## config.mk

```make
export PLATFORM = sky130hd
export DESIGN_NAME = lru_page_replacement
export DESIGN_NICKNAME = d
export VERILOG_FILES = /design/src/lpr_pkg.sv /design/src/lru_page_replacement.sv
export SDC_FILE = /design/constraint.sdc
export NUM_CORES = 1
export LEC_CHECK = 0
export ABC_AREA = 1
export ABC_CLOCK_PERIOD_IN_PS = 5100
export BUFFER_PORTS_ARGS = -buffer_cell sky130_fd_sc_hd__buf_2
export CORE_ASPECT_RATIO = 1.4
export CORE_MARGIN = 3
export CORE_UTILIZATION = 62
export CTS_BUF_LIST = sky130_fd_sc_hd__clkbuf_4 sky130_fd_sc_hd__clkbuf_8 sky130_fd_sc_hd__clkbuf_16
export DETAILED_ROUTE_END_ITERATION = 10
export PLACE_DENSITY = 0.84
export SLEW_MARGIN = 20
export SYNTH_ARGS = -nofsm -noshare
export SYNTH_HDL_FRONTEND = slang
export SYNTH_SLANG_ARGS = --single-unit
```

## constraint.sdc

```tcl
create_clock -name aclk -period 5.1 [get_ports aclk]
set_input_delay 0 -clock aclk [delete_from_list [all_inputs] [get_ports aclk]]
set_output_delay 0 -clock aclk [all_outputs]
set_load 0.02 [all_outputs]
```

## src/lpr_pkg.sv

```systemverilog
`default_nettype none

package lpr_pkg;

    localparam int FRAMES = 8;
    localparam int IDX_W = (FRAMES > 1) ? $clog2(FRAMES) : 1;
    localparam int CNT_W = $clog2(FRAMES + 1);
    localparam int RANK_W = IDX_W;
    localparam int PAGE_W = 16;
    localparam int CFG_W = 4;
    localparam int TOT_W = 32;
    localparam int OUT_IDX_W = 3;
    localparam int S_TDATA_W = 24;
    localparam int M_TDATA_W = 88;
    localparam int M_USED_W = 1 + OUT_IDX_W + 1 + PAGE_W + TOT_W + TOT_W;

    localparam logic [CFG_W-1:0] CFG_RESET = CFG_W'(3);
    localparam logic [RANK_W-1:0] RANK_MAX = RANK_W'(FRAMES - 1);
    localparam logic [TOT_W-1:0] TOT_MAX = {TOT_W{1'b1}};

    typedef logic [PAGE_W-1:0] page_t;
    typedef logic [RANK_W-1:0] rank_t;
    typedef logic [IDX_W-1:0] idx_t;
    typedef logic [CNT_W-1:0] cnt_t;
    typedef logic [TOT_W-1:0] tot_t;

    typedef enum logic [1:0] {
        ST_IDLE,
        ST_SCAN,
        ST_UPDATE
    } state_t;

endpackage

`default_nettype wire

```

## src/lru_page_replacement.sv

```systemverilog
// LRU page replacement unit.
// Page requests arrive on the s_ channel: s_tdata[15:0] is the page number and
// s_tdata[16] is the restart flag, which empties all frames and clears both
// totals before the request is handled. One result leaves on the m_ channel
// for every request: hit, frame index, eviction flag and page, and the
// saturating hit and fault totals. The cfg channel writes frame_count, the
// number of frames in use; it is always ready. It is to be written only
// while idle; the block itself does not enforce this. A request is taken
// while the sequencer is idle; the single shared page comparator and rank
// compare unit then walks the frames one by one, up to n, the active frame
// count (1 to 8), and an update step adjusts the ranks and loads the output
// register. s_tready is high only while the sequencer is idle, so a new
// request is not accepted until the previous one has finished its update.
// The result sits in an output register; the next request is accepted while it
// waits, but its own update holds until the receiver has taken the previous
// result. After reset all frames are empty, the totals are zero, frame_count
// is 3 and no result is pending.
`default_nettype none

module lru_page_replacement (
    input  wire                           aclk,
    input  wire                           aresetn,
    input  wire                           s_tvalid,
    output logic                          s_tready,
    // Fields from bit 0: page[15:0], restart[16], zero fill.
    input  wire  [lpr_pkg::S_TDATA_W-1:0] s_tdata,
    output logic                          m_tvalid,
    input  wire                           m_tready,
    // Fields from bit 0: hit[0], frame_index[3:1], evicted_valid[4],
    // evicted_page[20:5], hit_total[52:21], fault_total[84:53], zero fill.
    output logic [lpr_pkg::M_TDATA_W-1:0] m_tdata,
    input  wire                           cfg_valid,
    output logic                          cfg_ready,
    input  wire  [lpr_pkg::CFG_W-1:0]     cfg_data
);

    lpr_pkg::state_t state_reg, state_next;
    logic [lpr_pkg::CFG_W-1:0] cfg_reg;

    lpr_pkg::page_t page_reg [lpr_pkg::FRAMES];
    lpr_pkg::page_t page_next [lpr_pkg::FRAMES];
    lpr_pkg::rank_t rank_reg [lpr_pkg::FRAMES];
    lpr_pkg::rank_t rank_next [lpr_pkg::FRAMES];
    logic [lpr_pkg::FRAMES-1:0] valid_reg, valid_next;
    lpr_pkg::tot_t hits_reg, hits_next;
    lpr_pkg::tot_t faults_reg, faults_next;

    lpr_pkg::page_t req_reg, req_next;
    lpr_pkg::cnt_t n_reg, n_next;
    lpr_pkg::idx_t idx_reg, idx_next;
    logic found_reg, found_next;
    lpr_pkg::idx_t hit_slot_reg, hit_slot_next;
    lpr_pkg::rank_t hit_rank_reg, hit_rank_next;
    logic empty_reg, empty_next;
    lpr_pkg::idx_t empty_slot_reg, empty_slot_next;
    lpr_pkg::idx_t old_slot_reg, old_slot_next;
    lpr_pkg::rank_t old_rank_reg, old_rank_next;
    lpr_pkg::page_t old_page_reg, old_page_next;

    logic m_valid_reg, m_valid_next;
    logic [lpr_pkg::M_TDATA_W-1:0] m_data_reg, m_data_next;

    lpr_pkg::cnt_t n_active;
    logic cur_valid, cur_match, last_scan, commit;
    lpr_pkg::page_t cur_page;
    lpr_pkg::rank_t cur_rank;
    lpr_pkg::idx_t slot;
    lpr_pkg::rank_t limit;
    logic age_all, ev_valid;
    lpr_pkg::page_t ev_page;
    lpr_pkg::tot_t hits_new, faults_new;

    assign s_tready = (state_reg == lpr_pkg::ST_IDLE);
    assign cfg_ready = 1'b1;
    assign m_tvalid = m_valid_reg;
    assign m_tdata = m_data_reg;

    always_comb begin
        if (cfg_reg == '0) begin
            n_active = lpr_pkg::CNT_W'(1);
        end else if (32'(cfg_reg) > 32'(lpr_pkg::FRAMES)) begin
            n_active = lpr_pkg::CNT_W'(lpr_pkg::FRAMES);
        end else begin
            n_active = lpr_pkg::CNT_W'(cfg_reg);
        end
    end

    assign cur_valid = valid_reg[idx_reg];
    assign cur_page = page_reg[idx_reg];
    assign cur_rank = rank_reg[idx_reg];
    assign cur_match = cur_valid && (cur_page == req_reg);
    assign last_scan = ((lpr_pkg::CNT_W'(idx_reg) + lpr_pkg::CNT_W'(1)) == n_reg);
    assign commit = !m_valid_reg || m_tready;

    always_comb begin
        if (found_reg) begin
            slot = hit_slot_reg;
            limit = hit_rank_reg;
            age_all = 1'b0;
            ev_valid = 1'b0;
            ev_page = '0;
        end else if (empty_reg) begin
            slot = empty_slot_reg;
            limit = '0;
            age_all = 1'b1;
            ev_valid = 1'b0;
            ev_page = '0;
        end else begin
            slot = old_slot_reg;
            limit = old_rank_reg;
            age_all = 1'b0;
            ev_valid = 1'b1;
            ev_page = old_page_reg;
        end
    end

    always_comb begin
        state_next = state_reg;
        page_next = page_reg;
        rank_next = rank_reg;
        valid_next = valid_reg;
        hits_next = hits_reg;
        faults_next = faults_reg;
        req_next = req_reg;
        n_next = n_reg;
        idx_next = idx_reg;
        found_next = found_reg;
        hit_slot_next = hit_slot_reg;
        hit_rank_next = hit_rank_reg;
        empty_next = empty_reg;
        empty_slot_next = empty_slot_reg;
        old_slot_next = old_slot_reg;
        old_rank_next = old_rank_reg;
        old_page_next = old_page_reg;
        m_valid_next = m_valid_reg && !m_tready;
        m_data_next = m_data_reg;
        hits_new = (hits_reg == lpr_pkg::TOT_MAX) ? hits_reg : hits_reg + 1'b1;
        faults_new = (faults_reg == lpr_pkg::TOT_MAX) ? faults_reg : faults_reg + 1'b1;

        unique case (state_reg)
            lpr_pkg::ST_IDLE: begin
                if (s_tvalid) begin
                    req_next = s_tdata[lpr_pkg::PAGE_W-1:0];
                    n_next = n_active;
                    idx_next = '0;
                    found_next = 1'b0;
                    empty_next = 1'b0;
                    if (s_tdata[lpr_pkg::PAGE_W]) begin
                        valid_next = '0;
                        hits_next = '0;
                        faults_next = '0;
                        for (int i = 0; i < lpr_pkg::FRAMES; i++) begin
                            page_next[i] = '0;
                            rank_next[i] = '0;
                        end
                    end
                    state_next = lpr_pkg::ST_SCAN;
                end
            end
            lpr_pkg::ST_SCAN: begin
                if (!found_reg && cur_match) begin
                    found_next = 1'b1;
                    hit_slot_next = idx_reg;
                    hit_rank_next = cur_rank;
                end
                if (!empty_reg && !cur_valid) begin
                    empty_next = 1'b1;
                    empty_slot_next = idx_reg;
                end
                if (idx_reg == '0 || cur_rank > old_rank_reg) begin
                    old_slot_next = idx_reg;
                    old_rank_next = cur_rank;
                    old_page_next = cur_page;
                end
                if (last_scan) begin
                    state_next = lpr_pkg::ST_UPDATE;
                end else begin
                    idx_next = idx_reg + 1'b1;
                end
            end
            lpr_pkg::ST_UPDATE: begin
                if (commit) begin
                    for (int i = 0; i < lpr_pkg::FRAMES; i++) begin
                        if (valid_reg[i] && (lpr_pkg::CNT_W'(i) < n_reg)
                                && (age_all || rank_reg[i] < limit)
                                && rank_reg[i] != lpr_pkg::RANK_MAX) begin
                            rank_next[i] = rank_reg[i] + 1'b1;
                        end
                    end
                    rank_next[slot] = '0;
                    valid_next[slot] = 1'b1;
                    page_next[slot] = req_reg;
                    if (found_reg) begin
                        hits_next = hits_new;
                    end else begin
                        faults_next = faults_new;
                    end
                    m_valid_next = 1'b1;
                    m_data_next = {
                        (lpr_pkg::M_TDATA_W - lpr_pkg::M_USED_W)'(0),
                        found_reg ? faults_reg : faults_new,
                        found_reg ? hits_new : hits_reg,
                        ev_page,
                        ev_valid,
                        lpr_pkg::OUT_IDX_W'(slot),
                        found_reg
                    };
                    state_next = lpr_pkg::ST_IDLE;
                end
            end
            default: begin
                state_next = lpr_pkg::ST_IDLE;
            end
        endcase
    end

    always_ff @(posedge aclk) begin
        if (!aresetn) begin
            state_reg <= lpr_pkg::ST_IDLE;
            cfg_reg <= lpr_pkg::CFG_RESET;
            valid_reg <= '0;
            hits_reg <= '0;
            faults_reg <= '0;
            m_valid_reg <= 1'b0;
            for (int i = 0; i < lpr_pkg::FRAMES; i++) begin
                rank_reg[i] <= '0;
            end
        end else begin
            state_reg <= state_next;
            if (cfg_valid) begin
                cfg_reg <= cfg_data;
            end
            valid_reg <= valid_next;
            hits_reg <= hits_next;
            faults_reg <= faults_next;
            m_valid_reg <= m_valid_next;
            rank_reg <= rank_next;
        end
    end

    always_ff @(posedge aclk) begin
        page_reg <= page_next;
        req_reg <= req_next;
        n_reg <= n_next;
        idx_reg <= idx_next;
        found_reg <= found_next;
        hit_slot_reg <= hit_slot_next;
        hit_rank_reg <= hit_rank_next;
        empty_reg <= empty_next;
        empty_slot_reg <= empty_slot_next;
        old_slot_reg <= old_slot_next;
        old_rank_reg <= old_rank_next;
        old_page_reg <= old_page_next;
        m_data_reg <= m_data_next;
    end

endmodule

`default_nettype wire

```

**Word-level counts from Yosys, hierarchy flattened**

Cells that the tools add are included.
Widths: inputs -> output; s select.

- Flip-flop bits (word level): 372
- Input bits: 33

- $add $sub $neg: 12
- $lt $le $gt $ge: 24
- Equality and inequality tests: 21
- Muxes and demuxes: 83
- Bitwise logic cells: 5
- Reductions and logical operators: 62

Operators with widths:

| operator | count |
|---|---|
| $mux 128 | 3 |
| $mux 32 | 8 |
| $pmux 128 s2 | 1 |
| $bwmux 128 | 1 |
| $pmux 32 s2 | 2 |
| $mux 3 | 33 |
| $mux 24 | 3 |
| $add 32x1->32 const B | 2 |
| $eq 32x32->1 const B | 2 |
| $bmux 16 s3 | 1 |
| $demux 16 s3 | 1 |
| $mux 16 | 3 |
| $pmux 24 s2 | 1 |
| $logic_and 1x1->1 | 30 |
| $add 3x1->3 const B | 9 |
| $and 24x24->24 | 1 |
| $lt 3x3->1 | 8 |
| $mux 8 | 3 |
| $ne 3x3->1 const B | 8 |
| $not 24->24 | 1 |
| $eq 16x16->1 | 1 |
| $lt 3x4->1 const A | 4 |
| $pmux 8 s2 | 1 |
| $ne 2x2->1 const B | 6 |
| other kinds (35) | 74 |

**Longest topological paths before layout**

- Depth after elaboration: 12
- Depth in mapped cells: 15

**Worst setup path after synthesis**

No wires, ideal clock.

- Path kind: flip-flop to flip-flop
- Start: register state_reg[0]
- End: register page_reg[0] (netlist name), enable pin
- Setup time: 433 ps
- Data arrival time: 3299 ps
- Data required time: 4667 ps
- Path slack: 1368 ps
- Stages on the path, launching flop included: 7
- Path buffers: 1
- Clock period less this slack: 3732 ps
- Path through: dfxtp_1 nor2_1 nand2_1 inv_1 o22ai_1 inv_1 buf_2

- Cells in the longest elaborated chain, start to end: 3

RTL lines:

| what | RTL line | RTL |
|---|---|---|
| start, declared | lru_page_replacement.sv:37 | `lpr_pkg::state_t state_reg, state_next;` |
| start signal, assigned | lru_page_replacement.sv:219 | `state_reg <= lpr_pkg::ST_IDLE;` |
| start signal, assigned | lru_page_replacement.sv:229 | `state_reg <= state_next;` |
| $logic_not 2->1 * | - |  |
| via s_tready | lru_page_replacement.sv:24 | `output logic s_tready,` |
| $ne 2x1->1 (no source line) (tied with other cells) | - |  |
| $reduce_and 4->1 (no source line) * | - |  |
| end signal, assigned | lru_page_replacement.sv:242 | `page_reg <= page_next;` |
| end, declared | lru_page_replacement.sv:40 | `lpr_pkg::page_t page_reg [lpr_pkg::FRAMES];` |

Mark *: on every way through the listed nets, which the timed path passes. The rest lies on a longest branch.
A chain may end at the register's enable or synchronous reset.

**Worst setup path after layout**

- Start: register idx_reg[0]
- End: register old_page_reg[12], enable pin

- Cells in the longest elaborated chain, start to end: 7

RTL lines:

| what | RTL line | RTL |
|---|---|---|
| start, declared | lru_page_replacement.sv:50 | `lpr_pkg::idx_t idx_reg, idx_next;` |
| start signal, assigned | lru_page_replacement.sv:245 | `idx_reg <= idx_next;` |
| $not 3->4 (implied by the code) | lru_page_replacement.sv:90 | `assign cur_rank = rank_reg[idx_reg];` |
| $bmux 3 s3 | lru_page_replacement.sv:90 |  |
| $mux 3 (implied by the code) (2 in series) | lru_page_replacement.sv:90 |  |
| via cur_rank[1] | lru_page_replacement.sv:66 | `lpr_pkg::rank_t cur_rank;` |
| $gt 3x3->1 | lru_page_replacement.sv:170 | `if (idx_reg == '0 \|\| cur_rank > old_rank_reg) begin` |
| $logic_or 1x1->1 | lru_page_replacement.sv:170 |  |
| $reduce_and 2->1 (no source line) | - |  |
| end signal, assigned | lru_page_replacement.sv:253 | `old_page_reg <= old_page_next;` |
| end, declared | lru_page_replacement.sv:58 | `lpr_pkg::page_t old_page_reg, old_page_next;` |

The timed path passes the listed nets, and every way through them passes these cells. The select of a mux whose other input is x is not followed.

==> summary by stage <==
Run status
The flow ran to the end, and the final reports show no timing, DRC or antenna violations.

Global routing
Global routing consumed, on the met1 layer, 35.0% of the routing resources. The combined global-route utilization of all metal layers is 28.5%. The met2 capacity usage during global routing is 49.2%. Entering global routing, the biggest net connects 131 pins.

The first-pass GRT wire length is 79.1 mm. The number of global-route vias before repair is 16300. The initial antenna violation count is 0.

The total overflow left after global routing is 0. The global routing stage identified its most utilized layer as met2. The met3 layer usage reported by global route is 3.86%.

Power and ir drop
The clock network burns 35.3% of the power. The combinational cell fraction of total power is 18.5%. The largest voltage drop on the vdd net is 0.298 mV. In this run the static leakage power is 8.69 nW. The cell-internal power is 0.00545 W.

The portion of total power attributed to sequential cells is 46.2%. Power spread over the standard cell area amounts to 353 mW/mm². Net switching is 29.7% of the power. The analysis attributes to net switching a power of 0.00231 W.

Floorplanning
Pin placement for this block handled 124 I/O pins. The area of the die is 0.0341 mm². Row generation in the floorplan step produced 76 rows. The area of the core region is 0.0311 mm².

Once the floorplan was initialized, standard cells occupied 63.6% of the core. The floorplan die height is 217 µm. The die is 157 µm wide.

Synthesis
The number of warnings printed during yosys synthesis is 0. Summing the sequential cell areas from Yosys gives 51.2% of the chip area. After synthesis the cells add up to 0.0198 mm². The gate count after technology mapping is 2479. In this run, synthesis inferred 269 flip-flops with an integrated enable. The synthesized area per cell is 7.98 µm². The number of distinct library cells after synthesis is 48. The async set-or-reset flop fraction in the synthesized netlist is 0%. Among all flip-flop cells after synthesis, the most frequent one is sky130_fd_sc_hd__edfxtp_1.

The register bit count reported by yosys is 372.

Drt
In this run, the number of DRC markers left after iteration 0 of detailed routing was 1689. The remaining antenna violation count after routing is 0. After detailed routing, the average wire length per cell comes to 16.5 µm.

The DRC violation count after routing is 0. For this block, the via count after detailed routing is 17000. The via density per instance is 5.74. The detailed-routing iteration count for the pre-antenna-repair pass is 5.

After detailed routing, the total wire length is 49.2 mm.

STA
For the pin with the worst max-slew slack, the measured transition is 1.00 ns. The final-layout setup total negative slack is 0 ns. The routed design could run at a clock period as short as 3.19 ns. Derived from the worst setup path, the maximum achievable clock frequency is 313 MHz.

Setup repair after global routing left no endpoint under its margin. The final number of max-transition violations is 0. The worst path meets setup with 1.91 ns of slack. In this run the tightest slew margin relative to its limit is 33.4%.

The number of endpoints with negative hold slack in the final report was 0. The total setup violations reported at the end of the flow is 0. After layout, the worst path uses 62.6% of the clock period. The worst clock skew on the final layout is 0.0150 ns.

Cells and area
The synthesis-to-layout area growth is 11.1%. Leaving out fill and tap cells, the most frequent cells in the layout are sky130_fd_sc_hd__nand2_1 (643), sky130_fd_sc_hd__inv_1 (296), sky130_fd_sc_hd__edfxtp_1 (269). In the final layout, the share of cells above drive strength 1 is 9.80%. 0 antenna diodes ended up in the layout. The layout has 2359 filler cells.

The register with the most flip-flops in the layout has 128 of them. The most common cell after layout, fill and taps aside is sky130_fd_sc_hd__nand2_1. The net count of the finished layout is 2611.

Setup path
The startpoint class of the critical path is a flop. The largest fanout on the critical path is 111. The register-to-register setup slack is 1.91 ns. The worst-case reg-to-reg path depth is 10.

In this run the worst setup path begins at idx_reg[0]$_SDFFCE_PN0P_. For the worst setup path, the data required time is 5.30 ns. The worst register-to-register path ends at old_page_reg[12]$_DFFE_PP_. The start of the worst register-to-register path is idx_reg[0]$_SDFFCE_PN0P_. Following the worst setup path forward leads to its endpoint at old_page_reg[12]$_DFFE_PP_. Data on the critical path arrives at its endpoint at 3.39 ns.

The classification of the worst setup path is flop to flop. STA classifies the critical path endpoint as a flop.

CTS
The root buffer selected by CTS is sky130_fd_sc_hd__clkbuf_16. The post-cts sizing count is 0. In this run, CTS created clock tree buffers numbering 36. The clock transition at the registers of the reported paths is 0.06 ns. The H-tree generated during clock tree synthesis spans 2 levels. The CTS sink count is 372. The clock insertion delay at the later pin of the skew report is 0.53 ns. Counting along the longest clock path gives a buffer depth of 3. The TritonCTS clock tree is yes.

Placement
During placement, the flow inserted port buffers numbering 112. The weighted congestion at the end of routability-driven global placement is 0.969. The detailed placement HPWL is 31.7 mm.

The worst setup slack before clock tree synthesis is 1.71 ns.

Run
The max-capacitance violation count is 0.

Min path
The worst hold path class is primary input to flop.
-- cell usage after synthesis, drive strengths merged, types with 19 or more instances --
cell type  count  area share [%]
nand2        656              13
inv          315             6.0
edfxtp       269              41
a21oi        245             6.3
nand3        216             5.5
o21ai        214             5.4
nor2         185             3.8
dfxtp        103              10
clkbuf        65             1.2
buf           63             1.7
o211ai        26             1.1
ha            23             1.5
xnor2         22            0.97
nand3b        19            0.72
-- through the flow --
stage / hold WS [ns] / power [W] / instance area (µm²) / utilization [%] / std cells
detailed placement: 0.178 / 0.00503 / 20500 / 65.8 / 2876
finish: 0.181 / 0.00776 / 22000 / 70.7 / 2971
global route: 0.179 / 0.00808 / 22000 / 70.7 / 2971
CTS: 0.156 / 0.00778 / 22000 / 70.7 / 2971
global placement: 0.177 / 0.00499 / 20500 / 65.8 / 2876
floorplan: 0.0989 / 0.00463 / 19800 / - / 2481
-- power by group through the flow --
| stage | logic (W) | clock network (W) | registers, W |
|---|---|---|---|
| 2_1_floorplan | 0.000976 | 0 | 0.00366 |
| 3_3_place_gp | 0.00135 | 0 | 0.00364 |
| 3_5_place_dp | 0.00139 | 0 | 0.00364 |
| 4_1_cts | 0.00142 | 0.00278 | 0.00358 |
| 5_1_grt | 0.00159 | 0.00290 | 0.00360 |
| 6_report | 0.00144 | 0.00274 | 0.00358 |
-- worst min-delay path by stage --
| stage | start | slack, ns | cells past startpoint | to |
|---|---|---|---|---|
| final | s_tdata[11] | 0.18 | 2 | req_reg[11]$_DFFE_PP_ |
| after global routing | s_tdata[14] | 0.18 | 2 | req_reg[14]$_DFFE_PP_ |
| after detailed placement | s_tdata[6] | 0.18 | 1 | req_reg[6]$_DFFE_PP_ |
| after floorplan | s_tdata[0] | 0.1 | 0 | req_reg[0]$_DFFE_PP_ |
| after CTS | s_tdata[12] | 0.16 | 2 | req_reg[12]$_DFFE_PP_ |
| after global placement | s_tdata[10] | 0.18 | 1 | req_reg[10]$_DFFE_PP_ |
-- cell families (layout without fill, tap and decap cells) --
group,count (synthesis),in the layout,share of synthesized area (%)
AND/OR/NAND/NOR,1099,1099,23.4
AO/OA/AOI/OAI,506,506,13.5
buffers and inverters,448,548,9.03
flip-flops,372,372,51.2
XOR/XNOR,29,29,1.32
adder cells (fa/ha/maj),23,23,1.45
other,2,4,0.0380
-- worst max-delay path: stages, from the launching register on --
cell,delay [ns]
sky130_fd_sc_hd__edfxtp_1,0.38
sky130_fd_sc_hd__buf_6,0.65
sky130_fd_sc_hd__o21ai_0,0.24
sky130_fd_sc_hd__a221oi_1,0.36
sky130_fd_sc_hd__a31oi_1,0.15
sky130_fd_sc_hd__ha_1,0.34
sky130_fd_sc_hd__nand2_1,0.05
sky130_fd_sc_hd__o21ai_0,0.16
sky130_fd_sc_hd__nand2_1,0.09
sky130_fd_sc_hd__a21oi_2,0.11
sky130_fd_sc_hd__buf_4,0.30
-- routing by layer --
| metal | share of wire (%) | routed length (µm) | up-vias |
|---|---|---|---|
| met1 | 38 | 18800 | 7823 |
| met4 | 4.7 | 2330 | 0 |
| li1 | - | - | 8312 |
| met5 | 0 | 0 | - |
| met2 | 49 | 24200 | 735 |
| met3 | 7.8 | 3830 | 179 |
-- final cells by class --
type | instances | area, µm² | share of cell area, %
Timing Repair Buffer | 164 | 1050 | 4.77
Multi-Input combinational cell | 1661 | 7900 | 35.9
Sequential cell | 372 | 10100 | 46.1
Clock inverter | 19 | 209 | 0.950
Clock buffer | 45 | 992 | 4.51
Tap cell | 390 | 488 | 2.22
Inverter | 320 | 1210 | 5.49
-- timing repair --
| action | CTS | global route |
|---|---|---|
| hold endpoints to repair | 31 | 0 |
| setup endpoints to repair | 0 | 0 |
| hold buffers | 31 | 0 |
| setup buffers | 0 | 0 |
No activity file was read; power rests on OpenSTA's default activity.
